### src/rtl/core/branch_next_pc_resolver_top_assert.svh
// Assertion macros for the branch next-PC resolver.
`ifndef BRANCH_NEXT_PC_RESOLVER_TOP_ASSERT_SVH
`define BRANCH_NEXT_PC_RESOLVER_TOP_ASSERT_SVH

// Same-cycle implication, checked at every rising edge outside reset.
`define BNPR_ASSERT_IMP(lbl, clk, rstn, ante, cons) \
	lbl: assert property (@(posedge clk) disable iff (!rstn) (ante) |-> (cons)) \
		else $error("bnpr: same-cycle check failed");

// Next-cycle implication, checked at every rising edge outside reset.
`define BNPR_ASSERT_NXT(lbl, clk, rstn, ante, cons) \
	lbl: assert property (@(posedge clk) disable iff (!rstn) (ante) |=> (cons)) \
		else $error("bnpr: next-cycle check failed");

`endif

### src/rtl/core/bnpr_pkg.sv
// Types and decode constants shared by the branch next-PC resolver.
`timescale 1ns / 1ps
package bnpr_pkg;

	// Prefix words.
	localparam logic [31:0] MASK_IMM  = 32'hffff0000;
	localparam logic [31:0] OP_IMM    = 32'hb0000000;
	localparam logic [31:0] MASK_IMML = 32'hff000000;
	localparam logic [31:0] OP_IMML   = 32'hb2000000;

	// Register-form branches.
	localparam logic [31:0] MASK_RBR  = 32'hfc0007ff;
	localparam logic [31:0] OP_BR     = 32'h98000000;
	localparam logic [31:0] OP_BRC    = 32'h9c000000;

	// Immediate-form branches and return.
	localparam logic [31:0] MASK_IBR  = 32'hfc000000;
	localparam logic [31:0] OP_RET    = 32'hb4000000;
	localparam logic [31:0] OP_BRI    = 32'hb8000000;
	localparam logic [31:0] OP_BRCI   = 32'hbc000000;

	// Condition tests, low three bits of the condition field.
	localparam logic [2:0] CC_EQ = 3'd0;
	localparam logic [2:0] CC_NE = 3'd1;
	localparam logic [2:0] CC_LT = 3'd2;
	localparam logic [2:0] CC_LE = 3'd3;
	localparam logic [2:0] CC_GT = 3'd4;
	localparam logic [2:0] CC_GE = 3'd5;

	// Immediate prefix carried alongside an instruction.
	typedef struct packed {
		logic        pending;
		logic        wide;
		logic [23:0] bits;
	} prefix_t;

	// One instruction held in the input stage.
	typedef struct packed {
		logic [63:0] pc;
		logic [31:0] ins;
		logic [63:0] ra;
		logic [63:0] rb;
		prefix_t     pfx;
	} stage_t;

endpackage

### src/rtl/core/bnpr_fetch_if.sv
// Request channel carrying one fetched instruction with its operands.
`timescale 1ns / 1ps
interface bnpr_fetch_if;
	logic        valid;
	logic        ready;
	logic [63:0] word_pc;
	logic [31:0] instruction;
	logic [63:0] ra_value;
	logic [63:0] rb_value;

	modport source (output valid, word_pc, instruction, ra_value, rb_value, input ready);
	modport sink (input valid, word_pc, instruction, ra_value, rb_value, output ready);
endinterface

### src/rtl/core/bnpr_redirect_if.sv
// Request channel carrying one resolved next program counter.
`timescale 1ns / 1ps
interface bnpr_redirect_if;
	logic        valid;
	logic        ready;
	logic [63:0] next_pc;

	modport source (output valid, next_pc, input ready);
	modport sink (input valid, next_pc, output ready);
endinterface

### src/rtl/core/bnpr_prefix.sv
// Immediate prefix tracker: detects IMM/IMML words and holds their bits.
`timescale 1ns / 1ps
module bnpr_prefix (
	input  logic               clk,
	input  logic               arst_n,
	input  logic               accept,
	input  logic [31:0]        instruction,
	output logic               is_prefix,
	output bnpr_pkg::prefix_t  snap
);
	import bnpr_pkg::*;

	logic        pend_q;
	logic        wide_q;
	logic [23:0] bits_q;
	logic        is_imm;
	logic        is_imml;

	// A prefix counts as such only when no prefix is already pending.
	assign is_imm    = !pend_q && ((instruction & MASK_IMM) == OP_IMM);
	assign is_imml   = !pend_q && ((instruction & MASK_IMML) == OP_IMML);
	assign is_prefix = is_imm || is_imml;

	// The state seen by the current word travels with it.
	assign snap.pending = pend_q;
	assign snap.wide    = wide_q;
	assign snap.bits    = bits_q;

	// Store a new prefix; any other accepted word consumes the pending one.
	always_ff @(posedge clk or negedge arst_n) begin
		if (!arst_n) begin
			pend_q <= 1'b0;
			wide_q <= 1'b0;
			bits_q <= '0;
		end else if (accept) begin
			if (is_imm) begin
				pend_q <= 1'b1;
				wide_q <= 1'b0;
				bits_q <= {8'd0, instruction[15:0]};
			end else if (is_imml) begin
				pend_q <= 1'b1;
				wide_q <= 1'b1;
				bits_q <= instruction[23:0];
			end else begin
				pend_q <= 1'b0;
				wide_q <= 1'b0;
				bits_q <= '0;
			end
		end
	end
endmodule

### src/rtl/core/bnpr_target.sv
// Next-PC computation for one staged instruction: decode, condition, one adder.
`timescale 1ns / 1ps
module bnpr_target (
	input  bnpr_pkg::stage_t stage,
	output logic [63:0]      next_pc
);
	import bnpr_pkg::*;

	logic [31:0] ins;
	logic [63:0] ra;
	logic [63:0] rb;
	logic [63:0] imm;
	logic        z32;
	logic        n32;
	logic        z64;
	logic        n64;
	logic        zf;
	logic        nf;
	logic        taken;
	logic        delay;
	logic        absolute;
	logic [63:0] step;
	logic [63:0] base;
	logic [63:0] offset;

	assign ins      = stage.ins;
	assign delay    = ins[25];
	assign absolute = ins[19];

	// Register index zero reads as zero.
	assign ra = (ins[20:16] == 5'd0) ? 64'd0 : stage.ra;
	assign rb = (ins[15:11] == 5'd0) ? 64'd0 : stage.rb;

	// Sign-extended immediate, widened by a pending prefix.
	always_comb begin
		if (!stage.pfx.pending) begin
			imm = {{48{ins[15]}}, ins[15:0]};
		end else if (stage.pfx.wide) begin
			imm = {{24{stage.pfx.bits[23]}}, stage.pfx.bits, ins[15:0]};
		end else begin
			imm = {{32{stage.pfx.bits[15]}}, stage.pfx.bits[15:0], ins[15:0]};
		end
	end

	// Signed tests against zero on the low word or the whole register.
	assign z32 = (ra[31:0] == 32'd0);
	assign n32 = ra[31];
	assign z64 = (ra == 64'd0);
	assign n64 = ra[63];
	assign zf  = ins[24] ? z64 : z32;
	assign nf  = ins[24] ? n64 : n32;

	always_comb begin
		unique case (ins[23:21])
			CC_EQ:   taken = zf;
			CC_NE:   taken = !zf;
			CC_LT:   taken = nf;
			CC_LE:   taken = nf || zf;
			CC_GT:   taken = !nf && !zf;
			CC_GE:   taken = !nf;
			default: taken = 1'b0;
		endcase
	end

	// Fall-through step; a not-taken branch with a delay slot skips the slot.
	assign step = delay ? 64'd8 : 64'd4;

	// Pick the two adder operands for the instruction class.
	always_comb begin
		base   = stage.pc;
		offset = 64'd4;
		if ((ins & MASK_RBR) == OP_BR) begin
			base   = absolute ? 64'd0 : stage.pc;
			offset = rb;
		end else if ((ins & MASK_RBR) == OP_BRC) begin
			offset = taken ? rb : step;
		end else if ((ins & MASK_IBR) == OP_RET) begin
			base   = ra;
			offset = imm;
		end else if ((ins & MASK_IBR) == OP_BRI) begin
			base   = absolute ? 64'd0 : stage.pc;
			offset = imm;
		end else if ((ins & MASK_IBR) == OP_BRCI) begin
			offset = taken ? imm : step;
		end
	end

	// Single wrapping 64-bit add.
	assign next_pc = base + offset;
endmodule

### src/rtl/core/branch_next_pc_resolver_top.sv
// A non-prefix request is registered into the input stage at its accepting edge; its next PC
// moves into the result register when the stage advances, and is then presented on redirect.
// One request per cycle while redirect is ready, set by the input stage and result register.
// Prefix requests are absorbed by the prefix tracker and give no result.
// Reset (arst_n low) empties both registers and clears any pending prefix.
// Delivery follows request order; a stalled result blocks the input once the stage is full.
`timescale 1ns / 1ps
module branch_next_pc_resolver_top (
	input  logic  clk,
	input  logic  arst_n,
	bnpr_fetch_if.sink      fetch,
	bnpr_redirect_if.source redirect
);
	import bnpr_pkg::*;

	`include "branch_next_pc_resolver_top_assert.svh"

	logic        accept;
	logic        is_prefix;
	prefix_t     snap;
	stage_t      stage_s1;
	logic        valid_s1;
	logic        advance;
	logic [63:0] target;
	logic [63:0] next_pc_q;
	logic        out_valid_q;

	// Handshake: the input stage frees up whenever its item moves on.
	assign advance      = valid_s1 && (!out_valid_q || redirect.ready);
	assign fetch.ready  = !valid_s1 || advance;
	assign accept       = fetch.valid && fetch.ready;

	bnpr_prefix u_prefix (
		.clk         (clk),
		.arst_n      (arst_n),
		.accept      (accept),
		.instruction (fetch.instruction),
		.is_prefix   (is_prefix),
		.snap        (snap)
	);

	bnpr_target u_target (
		.stage   (stage_s1),
		.next_pc (target)
	);

	// Control: stage and result valid flags.
	always_ff @(posedge clk or negedge arst_n) begin
		if (!arst_n) begin
			valid_s1    <= 1'b0;
			out_valid_q <= 1'b0;
		end else begin
			if (fetch.ready) begin
				valid_s1 <= accept && !is_prefix;
			end
			if (advance) begin
				out_valid_q <= 1'b1;
			end else if (redirect.ready) begin
				out_valid_q <= 1'b0;
			end
		end
	end

	// Payload: input stage and result register.
	always_ff @(posedge clk) begin
		if (accept && !is_prefix) begin
			stage_s1.pc  <= fetch.word_pc;
			stage_s1.ins <= fetch.instruction;
			stage_s1.ra  <= fetch.ra_value;
			stage_s1.rb  <= fetch.rb_value;
			stage_s1.pfx <= snap;
		end
		if (advance) begin
			next_pc_q <= target;
		end
	end

	assign redirect.valid   = out_valid_q;
	assign redirect.next_pc = next_pc_q;

	// A prefix request never reaches the input stage.
	`BNPR_ASSERT_NXT(a_prefix_absorbed, clk, arst_n, accept && is_prefix, !valid_s1)
	// An accepted prefix is pending for the following request.
	`BNPR_ASSERT_NXT(a_prefix_held, clk, arst_n, accept && is_prefix, snap.pending)
	// Any other accepted request consumes the pending prefix.
	`BNPR_ASSERT_NXT(a_prefix_used, clk, arst_n, accept && !is_prefix, !snap.pending)
	// A result only appears after the input stage handed one over.
	`BNPR_ASSERT_IMP(a_out_from_stage, clk, arst_n, $rose(out_valid_q), $past(valid_s1))
endmodule
### src/flat_wrapper.sv
// flat-port wrapper written by rule: the top's interface ports become plain ports
module branch_next_pc_resolver_top_flat import bnpr_pkg::*;
  (clk, arst_n, fetch_valid, fetch_word_pc, fetch_instruction, fetch_ra_value, fetch_rb_value, fetch_ready, redirect_valid, redirect_next_pc, redirect_ready);
  bnpr_fetch_if fetch_i ();
  bnpr_redirect_if redirect_i ();
  input  logic clk;
  input  logic arst_n;
  input wire logic [$bits(fetch_i.valid)-1:0] fetch_valid;
  input wire logic [$bits(fetch_i.word_pc)-1:0] fetch_word_pc;
  input wire logic [$bits(fetch_i.instruction)-1:0] fetch_instruction;
  input wire logic [$bits(fetch_i.ra_value)-1:0] fetch_ra_value;
  input wire logic [$bits(fetch_i.rb_value)-1:0] fetch_rb_value;
  output wire logic [$bits(fetch_i.ready)-1:0] fetch_ready;
  output wire logic [$bits(redirect_i.valid)-1:0] redirect_valid;
  output wire logic [$bits(redirect_i.next_pc)-1:0] redirect_next_pc;
  input wire logic [$bits(redirect_i.ready)-1:0] redirect_ready;
  assign fetch_i.valid = fetch_valid;
  assign fetch_i.word_pc = fetch_word_pc;
  assign fetch_i.instruction = fetch_instruction;
  assign fetch_i.ra_value = fetch_ra_value;
  assign fetch_i.rb_value = fetch_rb_value;
  assign fetch_ready = fetch_i.ready;
  assign redirect_valid = redirect_i.valid;
  assign redirect_next_pc = redirect_i.next_pc;
  assign redirect_i.ready = redirect_ready;
  branch_next_pc_resolver_top u_core (.clk(clk), .arst_n(arst_n), .fetch(fetch_i), .redirect(redirect_i));
endmodule
### config.mk
export PLATFORM = sky130hd
export DESIGN_NAME = branch_next_pc_resolver_top_flat
export DESIGN_NICKNAME = d
export VERILOG_FILES = /design/src/rtl/core/bnpr_pkg.sv /design/src/rtl/core/bnpr_fetch_if.sv /design/src/rtl/core/bnpr_redirect_if.sv /design/src/rtl/core/bnpr_prefix.sv /design/src/rtl/core/bnpr_target.sv /design/src/rtl/core/branch_next_pc_resolver_top.sv /design/src/flat_wrapper.sv
export VERILOG_INCLUDE_DIRS = /design/src /design/src/rtl/core
export SDC_FILE = /design/constraint.sdc
export NUM_CORES = 1
export LEC_CHECK = 0
export BUFFER_PORTS_ARGS = -buffer_cell sky130_fd_sc_hd__buf_2
export CAP_MARGIN = 15
export CORE_UTILIZATION = 40
export CTS_BUF_LIST = sky130_fd_sc_hd__clkbuf_4
export DETAILED_ROUTE_END_ITERATION = 10
export GPL_ROUTABILITY_DRIVEN = 0
export GPL_TIMING_DRIVEN = 0
export HOLD_SLACK_MARGIN = 0.15
export PLACE_DENSITY = 0.62
export RECOVER_POWER = 100
export REMOVE_ABC_BUFFERS = 1
export SETUP_SLACK_MARGIN = 0.4
export SKIP_CTS_REPAIR_TIMING = 1
export SLEW_MARGIN = 20
export SYNTH_ARGS = -nofsm -noshare
export SYNTH_HDL_FRONTEND = slang
export SYNTH_HIERARCHICAL = 1
export SYNTH_SLANG_ARGS = --single-unit
### constraint.sdc
create_clock -name clk -period 32.8 [get_ports clk]
set_input_delay 3.28 -clock clk [delete_from_list [all_inputs] [get_ports clk]]
set_output_delay 3.28 -clock clk [all_outputs]
set_load 0.02 [all_outputs]
==> results.yml, run 1 <==
power:
  intPower_mw: 0.733
  clockPowerShare_pct: 36.6
  netSwitchingFraction_pct: 25.5
  seqPwrFrac_pct: 53.2
  p_sw_mw: 0.251
  power_density_nw_per_um2: 51.0
  ir_worst_vdd_mv: 0.0351
  p_leak_nw: 7.84
  combPwrFrac_pct: 10.2
  finalPower_mw: 0.984
logic_synthesis:
  synth-warning-count: 6
  synthArstFlopShare_pct: 8.19
  yosysUniqueCellTypes: 90
  syn_inst: 1242
  synth_most_common_cell: "edfxtp_1"
  ys_seq_area_share_pct: 62.2
  yosysTopAreaCell: "edfxtp_1"
  syn-cell-area_um2: 16300
  synth_area_leaders: "edfxtp_1 58%, ha_1 4.8%, dfrtp_1 4.3%"
  synth_common_cells: "314 x edfxtp_1, 105 x a21oi_1, 85 x nand2_1, 77 x a22o_1, 63 x ha_1"
  synthFlopType: "edfxtp_1"
  synth_top_area_share_pct: 57.9
  synth_edf_count: 314
  synth.avg_cell_area_um2: 13.1
  synth_seq_cells: 342
clocking:
  cts_htree_levels: 3
  cts_max_path_buffers: 3
  clkTransAtPathRegs_ps: 60
  tritoncts: "built"
  cts-root-buf: "clkbuf_4"
  clock-sinks: 342
  numCtsBuffers: 92
  clkLatencyLatePin_ps: 770
detailed_routing:
  drt_iter0_drc: 740
  post_drt_wl_per_cell_um: 19.7
  viasPerCell: 5.32
  routed_wl_mm: 43.5
  vias: 11800
  dr.pass1.iters: 6
  antenna_left: 0
  drc: 0
timing:
  hold_slack_ps: 440
  fin_crit_ps: 9550
  fin_ws_ps: 23250
  hold_viol: 0
  max_freq_mhz: 105
  tns_ps: 0
  rsz0062_at_grt: "false"
  fin_crit_sh_pct: 29.1
  skew_ps: 65.7
  slew_violations: 170
  finalSetupViolations: 0
  tightest_slew_ps: 2520
  slew-limit-headroom_pct: -69.8
setup_path:
  critPathSlowestCell: "a21oi_1"
  cp.required_ps: 33140
  crit_top_cell: "clkbuf_1"
  cpLargestDelayFamily: "buffers and inverters"
  cp.arrival_ps: 9890
  cp-end-kind: "flop"
  path_cells: "clkbuf_1 -> nor4_1 -> a21oi_1 -> nor2_1 -> nor3b_1 -> clkbuf_1 -> clkbuf_1 -> clkbuf_1 -> clkbuf_1 -> clkbuf_1 -> clkbuf_1"
  path_max_fanout: 18
  critPathBufInv: 7
  crit_type: "in2reg"
  critPathMaxStageDelay_ps: 1690
  crit_path_start_kind: "input port"
global_route:
  busiest_layer: "met2"
  met1_usage_pct: 27.1
  grt_pass1_vias: 11600
  grt_overflow: 0
  antenna_found_initial: 15
  gr-usage-all-layers_pct: 20.7
  met3_usage_pct: 4.73
  grt_pass1_wl_mm: 64.5
  grt_use_met2_pct: 32.3
  grt_start_max_net_pins: 44
run:
  drv_cap: 6
final_layout:
  stdcell_count: 2212
  postLayoutCoreUtil_pct: 48.3
  drive_gt1_share_pct: 21.6
  area_delta_synth_final_pct: 18.4
  multi_input_area_um2: 5630
  seq_area_um2: 10100
  final_area_um2: 19300
  fin_nets: 1894
  fillCellCount: 3675
die:
  num_io_pins: 294
  die_w_um: 204
  core_area_um2: 39900
  row_count: 73
  dieArea_um2: 41500
  die_height_um: 204
  start_util_pct: 40.8
place:
  place_hpwl_mm: 32.7
  dp_slack_ps: 25570
  io_buffers: 293
  placed_area_um2: 18600
  numPlacedInstances: 2033
worst_hold_path:
  min_path_type: "reg2reg"
status:
  status: "complete, but fails checks"
  violations: "capacitance limit, slew limit"
worst paths after layout:
kind | from | end | slack, ps | depth (start not counted)
setup / recovery | fetch_instruction[17] | u_core/stage_s1[69] | 23250 | 11
hold / removal | u_core/u_prefix/bits_q[14] | u_core/stage_s1[14] | 440 | 0
setup reg to reg | u_core/stage_s1[108] | u_core/redirect.next_pc[61] | 23360 | 21
hold reg to reg | u_core/u_prefix/bits_q[14] | u_core/stage_s1[14] | 440 | 0
max in group asynchronous | arst_n | u_core/u_prefix/bits_q[15] | 28810 | 1
min in group asynchronous | arst_n | u_core/valid_s1 | 2970 | 1
layout by cell type, fill, tap and decap left out, drive strengths merged, types with 8 or more instances in the layout:
| cell | n |
|---|---|
| edfxtp | 314 |
| clkbuf | 243 |
| buf | 204 |
| a21oi | 108 |
| nand2 | 86 |
| o21ai | 78 |
| a22o | 77 |
| ha | 63 |
| a21o | 53 |
| inv | 46 |
| nor2 | 42 |
| xnor2 | 40 |
| clkinv | 38 |
| dfrtp | 28 |
| nor4 | 22 |
| xor2 | 20 |
| nand4 | 19 |
| o32ai | 17 |
| nand3 | 14 |
| o21bai | 14 |
| nor3 | 14 |
| diode | 13 |
| nand2b | 12 |
| o21a | 11 |
| o2bb2ai | 9 |
| nor2b | 9 |
| and2 | 8 |
metal layers:
layer	part of all wire (%)	vias to the layer above	routed length [µm]
met5	0.030	-	13
met4	2.5	2	1100
met3	6.2	78	2680
met1	44	5614	19100
met2	47	403	20700
li1	-	5663	-
power by group through the flow:
stage	Sequential, mW	Combinational (mW)	Clock [mW]
floorplan	0.544	0.0528	0
global placement	0.541	0.102	0
detailed placement	0.531	0.109	0
CTS	0.522	0.110	0.376
global route	0.526	0.110	0.398
finish	0.523	0.100	0.360
registers in the layout (all words and copies together), names as in the netlist:
| signal | count |
|---|---|
| u_core/u_prefix/pend_q | 1 |
| u_core/redirect.valid | 1 |
| u_core/redirect.next_pc | 64 |
| u_core/valid_s1 | 1 |
| u_core/u_prefix/bits_q | 24 |
| u_core/u_prefix/wide_q | 1 |
| u_core/stage_s1 | 250 |
layout make-up:
type / count / share of cell area, %
multi-input combinational: 800 / 29.2
sequential: 342 / 52.5
tap: 525 / 3.41
timing repair buffer: 321 / 7.94
clock inverter: 40 / 0.954
antenna: 13 / 0.169
clock buffer: 126 / 4.91
inverter: 45 / 0.876
worst reg2reg max path, cell delays in order (launching register included):
cell	delay (ps)
edfxtp_1	410
nor4_1	630
nand4_1	450
nor2_1	330
a31o_1	180
a31oi_1	40
o22ai_1	380
nor2_1	280
a21boi_0	1960
o21ai_0	970
o21ai_0	480
ha_1	380
a21oi_1	290
o21ai_0	160
a221oi_1	330
o31ai_1	170
a21oi_1	380
a211oi_1	230
a21oi_1	420
nor3_1	80
a2111oi_0	480
xnor2_1	160
cells by family (layout without fill, tap and decap cells):
family / Yosys count / after routing / synth area share (%)
compound gates: 427 / 427 / 19.0
flops: 342 / 342 / 62.2
simple gates: 247 / 247 / 7.98
buf+inv: 100 / 532 / 2.47
fa+ha+maj: 64 / 64 / 4.96
xor+xnor: 60 / 60 / 3.23
mux: 2 / 2 / 0.131
other cells: 0 / 13 / 0
Power figures use the tool's default switching activity.
==> inputs of run 2 (changes only) <==
clock period = 9.1 ns   (was 32.8 ns; I/O delays follow)
==> run 2 against run 1 <==
  * The run still ends with capacitance limit, slew limit left
  * Design area down 0.21%
  * Sequential share of layout area up 0.11 points
  * Worst hold slack worse by 130 ps
  * Register-to-register slack worse by 22000 ps
  * Largest cell class unchanged
  * Highest routed layer unchanged
==> results.yml, run 2 (synthesized netlist as in run 1, its figures left out) <==
status:
  status: "complete, but fails checks"
  violations: "capacitance limit, slew limit"
final_layout:
  largest_reg_flops: 250
  mostFrequentLayoutCells: "314 x edfxtp_1, 195 x buf_2, 126 x clkbuf_4"
  regMostFlops: "u_core/stage_s1"
  multi_input_area_um2: 5590
  layout_commonest_cell: "edfxtp_1"
  seq_area_um2: 10100
  stdcell_count: 2212
  drive_gt1_share_pct: 21.3
  fin_nets: 1894
  area_delta_synth_final_pct: 18.2
  fillCellCount: 3679
detailed_routing:
  post_drt_wl_per_cell_um: 19.7
  dr.pass1.iters: 5
  viasPerCell: 5.31
  routed_wl_mm: 43.5
  drt_iter0_drc: 780
  antenna_left: 0
  vias: 11800
  drc: 0
global_route:
  grt_overflow: 0
  grt_pass1_vias: 11600
  grt_pass1_wl_mm: 64.5
  grt_start_max_net_pins: 44
  antenna_found_initial: 15
  gr-usage-all-layers_pct: 20.7
die:
  start_util_pct: 40.8
  die_height_um: 204
  row_count: 73
  dieArea_um2: 41500
  num_io_pins: 294
  die_w_um: 204
  core_area_um2: 39900
worst_hold_path:
  min_path_type: "in2reg"
setup_path:
  critPathSlowestCell: "a21boi_2"
  cp.arrival_ps: 8240
  cp.required_ps: 9560
  crit_type: "reg2reg"
  path_max_fanout: 17
  cp-end-kind: "flop"
  critPathMaxStageDelay_ps: 800
  path_cells: "nor4_1 -> nand4_1 -> nor2_1 -> a31o_1 -> a31oi_1 -> o22ai_1 -> nor2_1 -> a21boi_2 -> a22o_1 -> ha_1 -> fa_1 -> a211oi_1 -> o211ai_1 -> or4b_1 -> a211oi_1 -> o311ai_0 -> o31ai_1 -> a41oi_4 -> o2111ai_1 -> nand2_1 -> xnor2_1"
  crit_path_start_kind: "flop"
place:
  numPlacedInstances: 2033
  dp_slack_ps: 1870
  io_buffers: 293
  place_hpwl_mm: 32.7
timing:
  max_freq_mhz: 128
  slew-limit-headroom_pct: -49.9
  fin_crit_sh_pct: 85.5
  fin_ws_ps: 1320
  hold_viol: 0
  slew_violations: 133
  fin_crit_ps: 7780
  tightest_slew_ps: 2250
  finalSetupViolations: 0
  rsz0062_at_grt: "false"
  skew_ps: 62.0
  tns_ps: 0
  hold_slack_ps: 314
power:
  ir_worst_vdd_mv: 0.127
  finalPower_mw: 3.55
  power_density_nw_per_um2: 184
  p_leak_nw: 7.81
clocking:
  cts-root-buf: "clkbuf_4"
  tritoncts: "built"
  cts_max_path_buffers: 3
  clkTransAtPathRegs_ps: 60
  numCtsBuffers: 92
  cts_htree_levels: 3
  clock-sinks: 342
  clkLatencyLatePin_ps: 770
run:
  drv_cap: 4
-- run 2: cell count changes in the layout (fill, tap and decap cells not counted), moves of 2 or more --
cell,delta
o32ai_1,+7
o32ai_2,-7
a21oi_1,-2
o21ai_0,-2
-- run 2: path summary, 6_finish.rpt --
kind,startpoint,endpoint,slack (ps),depth (start not counted)
max,u_core/stage_s1[108],u_core/redirect.next_pc[60],1320,21
min reg2reg,u_core/u_prefix/bits_q[14],u_core/stage_s1[14],440,0
min,fetch_ra_value[31],u_core/stage_s1[121],310,1
max reg2reg,u_core/stage_s1[108],u_core/redirect.next_pc[60],1320,21
max in group asynchronous,arst_n,u_core/u_prefix/bits_q[19],7460,1
min in group asynchronous,arst_n,u_core/valid_s1,610,1
-- run 2: layer usage --
layer	part of all wire, %	GRT usage, %	wire [µm]
met2	47	32.3	20600
met5	0.030	0	13
met3	6.5	4.73	2820
met4	2.6	9.75	1120
met1	44	27.1	19000
-- run 2: stage by stage --
stage	util (%)	instance area [µm²]
2_1_floorplan	-	16000
3_3_place_gp	45.5	18200
3_5_place_dp	46.6	18600
4_1_cts	49.4	19700
5_1_grt	48.2	19200
6_report	48.2	19200
-- run 2: area by class of cell --
class / count / area share [%]
Tap cell: 525 / 3.41
Sequential cell: 342 / 52.6
Multi-Input combinational cell: 800 / 29.1
Antenna cell: 13 / 0.169
Clock inverter: 40 / 0.956
Clock buffer: 126 / 4.92
Inverter: 45 / 0.878
Timing Repair Buffer: 321 / 7.96
-- run 2: critical path, delay by kind of cell (launching register included) --
family | cells | cell delay [ps]
fa+ha+maj | 2 | 470
simple gates | 6 | 2330
flops | 1 | 410
compound gates | 12 | 4140
xor+xnor | 1 | 130
-- run 2: where the power goes --
part	total (mW)	internal, mW	switching [mW]
Clock	1.30	0.672	0.628
Sequential	1.89	1.85	0.0408
Combinational	0.361	0.125	0.236
==> inputs of run 3 (changes only) <==
BUFFER_PORTS_ARGS = -buffer_cell sky130_fd_sc_hd__buf_4   (was -buffer_cell sky130_fd_sc_hd__buf_2)
==> run 3 against run 2 <==
  * Count of clock-buffer cells in the layout grew 15
  * Register-to-register slack about the same
  * The run still ends with capacitance limit, slew limit left
  * Sequential power hardly changed
==> results.yml, run 3 (synthesized netlist as in run 1, its figures left out) <==
final_layout:
  largest_reg_flops: 250
  area_delta_synth_final_pct: 22.1
  fin_nets: 1897
  fillCellCount: 3667
  mostFrequentLayoutCells: "344 x clkbuf_4, 314 x edfxtp_1, 106 x clkbuf_1"
  drive_gt1_share_pct: 22.8
  final_area_um2: 19900
  postLayoutCoreUtil_pct: 49.8
  regMostFlops: "u_core/stage_s1"
  stdcell_count: 2219
  layout_commonest_cell: "clkbuf_4"
detailed_routing:
  viasPerCell: 5.33
  post_drt_wl_per_cell_um: 19.9
  dr.pass1.iters: 5
  drc: 0
  antenna_left: 0
  drt_iter0_drc: 719
  vias: 11800
  routed_wl_mm: 44.3
clocking:
  clock-sinks: 342
  clkLatencyLatePin_ps: 820
  cts-root-buf: "clkbuf_4"
  cts_htree_levels: 3
  tritoncts: "built"
  cts_max_path_buffers: 3
  numCtsBuffers: 94
  clkTransAtPathRegs_ps: 70
timing:
  slew-limit-headroom_pct: -51.4
  max_freq_mhz: 128
  hold_slack_ps: 287
  fin_ws_ps: 1310
  slew_violations: 147
  fin_crit_sh_pct: 85.6
  skew_ps: 71.9
  rsz0062_at_grt: "false"
  tns_ps: 0
  fin_crit_ps: 7790
  tightest_slew_ps: 2270
  hold_viol: 0
  finalSetupViolations: 0
setup_path:
  path_cells: "nor4_1 -> nand4_1 -> o21ai_0 -> a31o_1 -> a31oi_1 -> o22ai_1 -> nor2_1 -> a21boi_2 -> a22o_1 -> ha_1 -> fa_1 -> a211oi_1 -> o211ai_1 -> or4b_1 -> a211oi_1 -> nor2_1 -> o41ai_1 -> a41o_2 -> a21oi_2 -> o21ai_2 -> xor2_1"
  critPathSlowestCell: "o41ai_1"
  critPathBufInv: 0
  cpLargestDelayFamily: "compound AO/OA/AOI/OAI gates"
  r2r-end: "u_core/redirect.next_pc[62]"
  crit_type: "reg2reg"
  critPathMaxStageDelay_ps: 970
  cp.required_ps: 9660
  r2r-start: "u_core/stage_s1[153]"
  rrSetupSlack_ps: 1310
  path_max_fanout: 17
  reg2regPathDepth: 21
  cp.arrival_ps: 8350
  crit_path_start_kind: "flop"
  cp-end-kind: "flop"
power:
  ir_worst_vdd_mv: 0.131
  power_density_nw_per_um2: 185
  finalPower_mw: 3.68
  p_leak_nw: 8.04
die:
  dieArea_um2: 41500
  die_height_um: 204
  start_util_pct: 40.8
  core_area_um2: 39900
  num_io_pins: 294
  die_w_um: 204
  row_count: 73
status:
  status: "complete, but fails checks"
  violations: "capacitance limit, slew limit"
worst_hold_path:
  min_path_type: "in2reg"
  worstHoldStart: "fetch_rb_value[58]"
  worstHoldPathCells: 1
  whs_endpoint: "u_core/stage_s1[84]"
global_route:
  antenna_found_initial: 14
  grt_overflow: 0
  grt_pass1_wl_mm: 66.3
  gr-usage-all-layers_pct: 21.2
  grt_start_max_net_pins: 37
  grt_pass1_vias: 11800
place:
  numPlacedInstances: 2033
  dp_slack_ps: 1970
  place_hpwl_mm: 33.1
  placed_area_um2: 19300
  io_buffers: 293
run:
  drv_cap: 5
[run 3: worst max-delay path by stage]
| stage | from | cells after the start | endpoint | slack, ps |
|---|---|---|---|---|
| finish | u_core/stage_s1[153] | 21 | u_core/redirect.next_pc[62] | 1310 |
| global placement | fetch_instruction[21] | 5 | u_core/stage_s1[65] | -7770 |
| floorplan | fetch_instruction[20] | 4 | u_core/stage_s1[0] | -2980 |
| global route | u_core/stage_s1[107] | 21 | u_core/redirect.next_pc[63] | 800 |
| detailed placement | u_core/stage_s1[107] | 21 | u_core/redirect.next_pc[61] | 1970 |
| CTS | u_core/stage_s1[107] | 21 | u_core/redirect.next_pc[61] | 2010 |
[run 3: routing by layer]
layer  wire (µm)  global-route usage, %  up-vias
met2       21400                   33.4      394
met4         926                   8.51        4
met3        2490                   5.47       63
met5          33                      0        -
met1       19400                   27.9     5705
li1            -                      -     5660
[run 3: final cells by class]
class | instances | area [µm²] | share of cell area, %
Antenna cell | 12 | 30.0 | 0.151
Clock buffer | 141 | 1060 | 5.32
Clock inverter | 32 | 195 | 0.982
Inverter | 45 | 169 | 0.849
Multi-Input combinational cell | 800 | 5570 | 28.0
Sequential cell | 342 | 10100 | 50.9
Tap cell | 525 | 657 | 3.30
Timing Repair Buffer | 322 | 2070 | 10.4
[run 3: report_power, final]
group | switching, mW | internal, mW
Clock | 0.647 | 0.768
Sequential | 0.0408 | 1.85
Combinational | 0.237 | 0.145
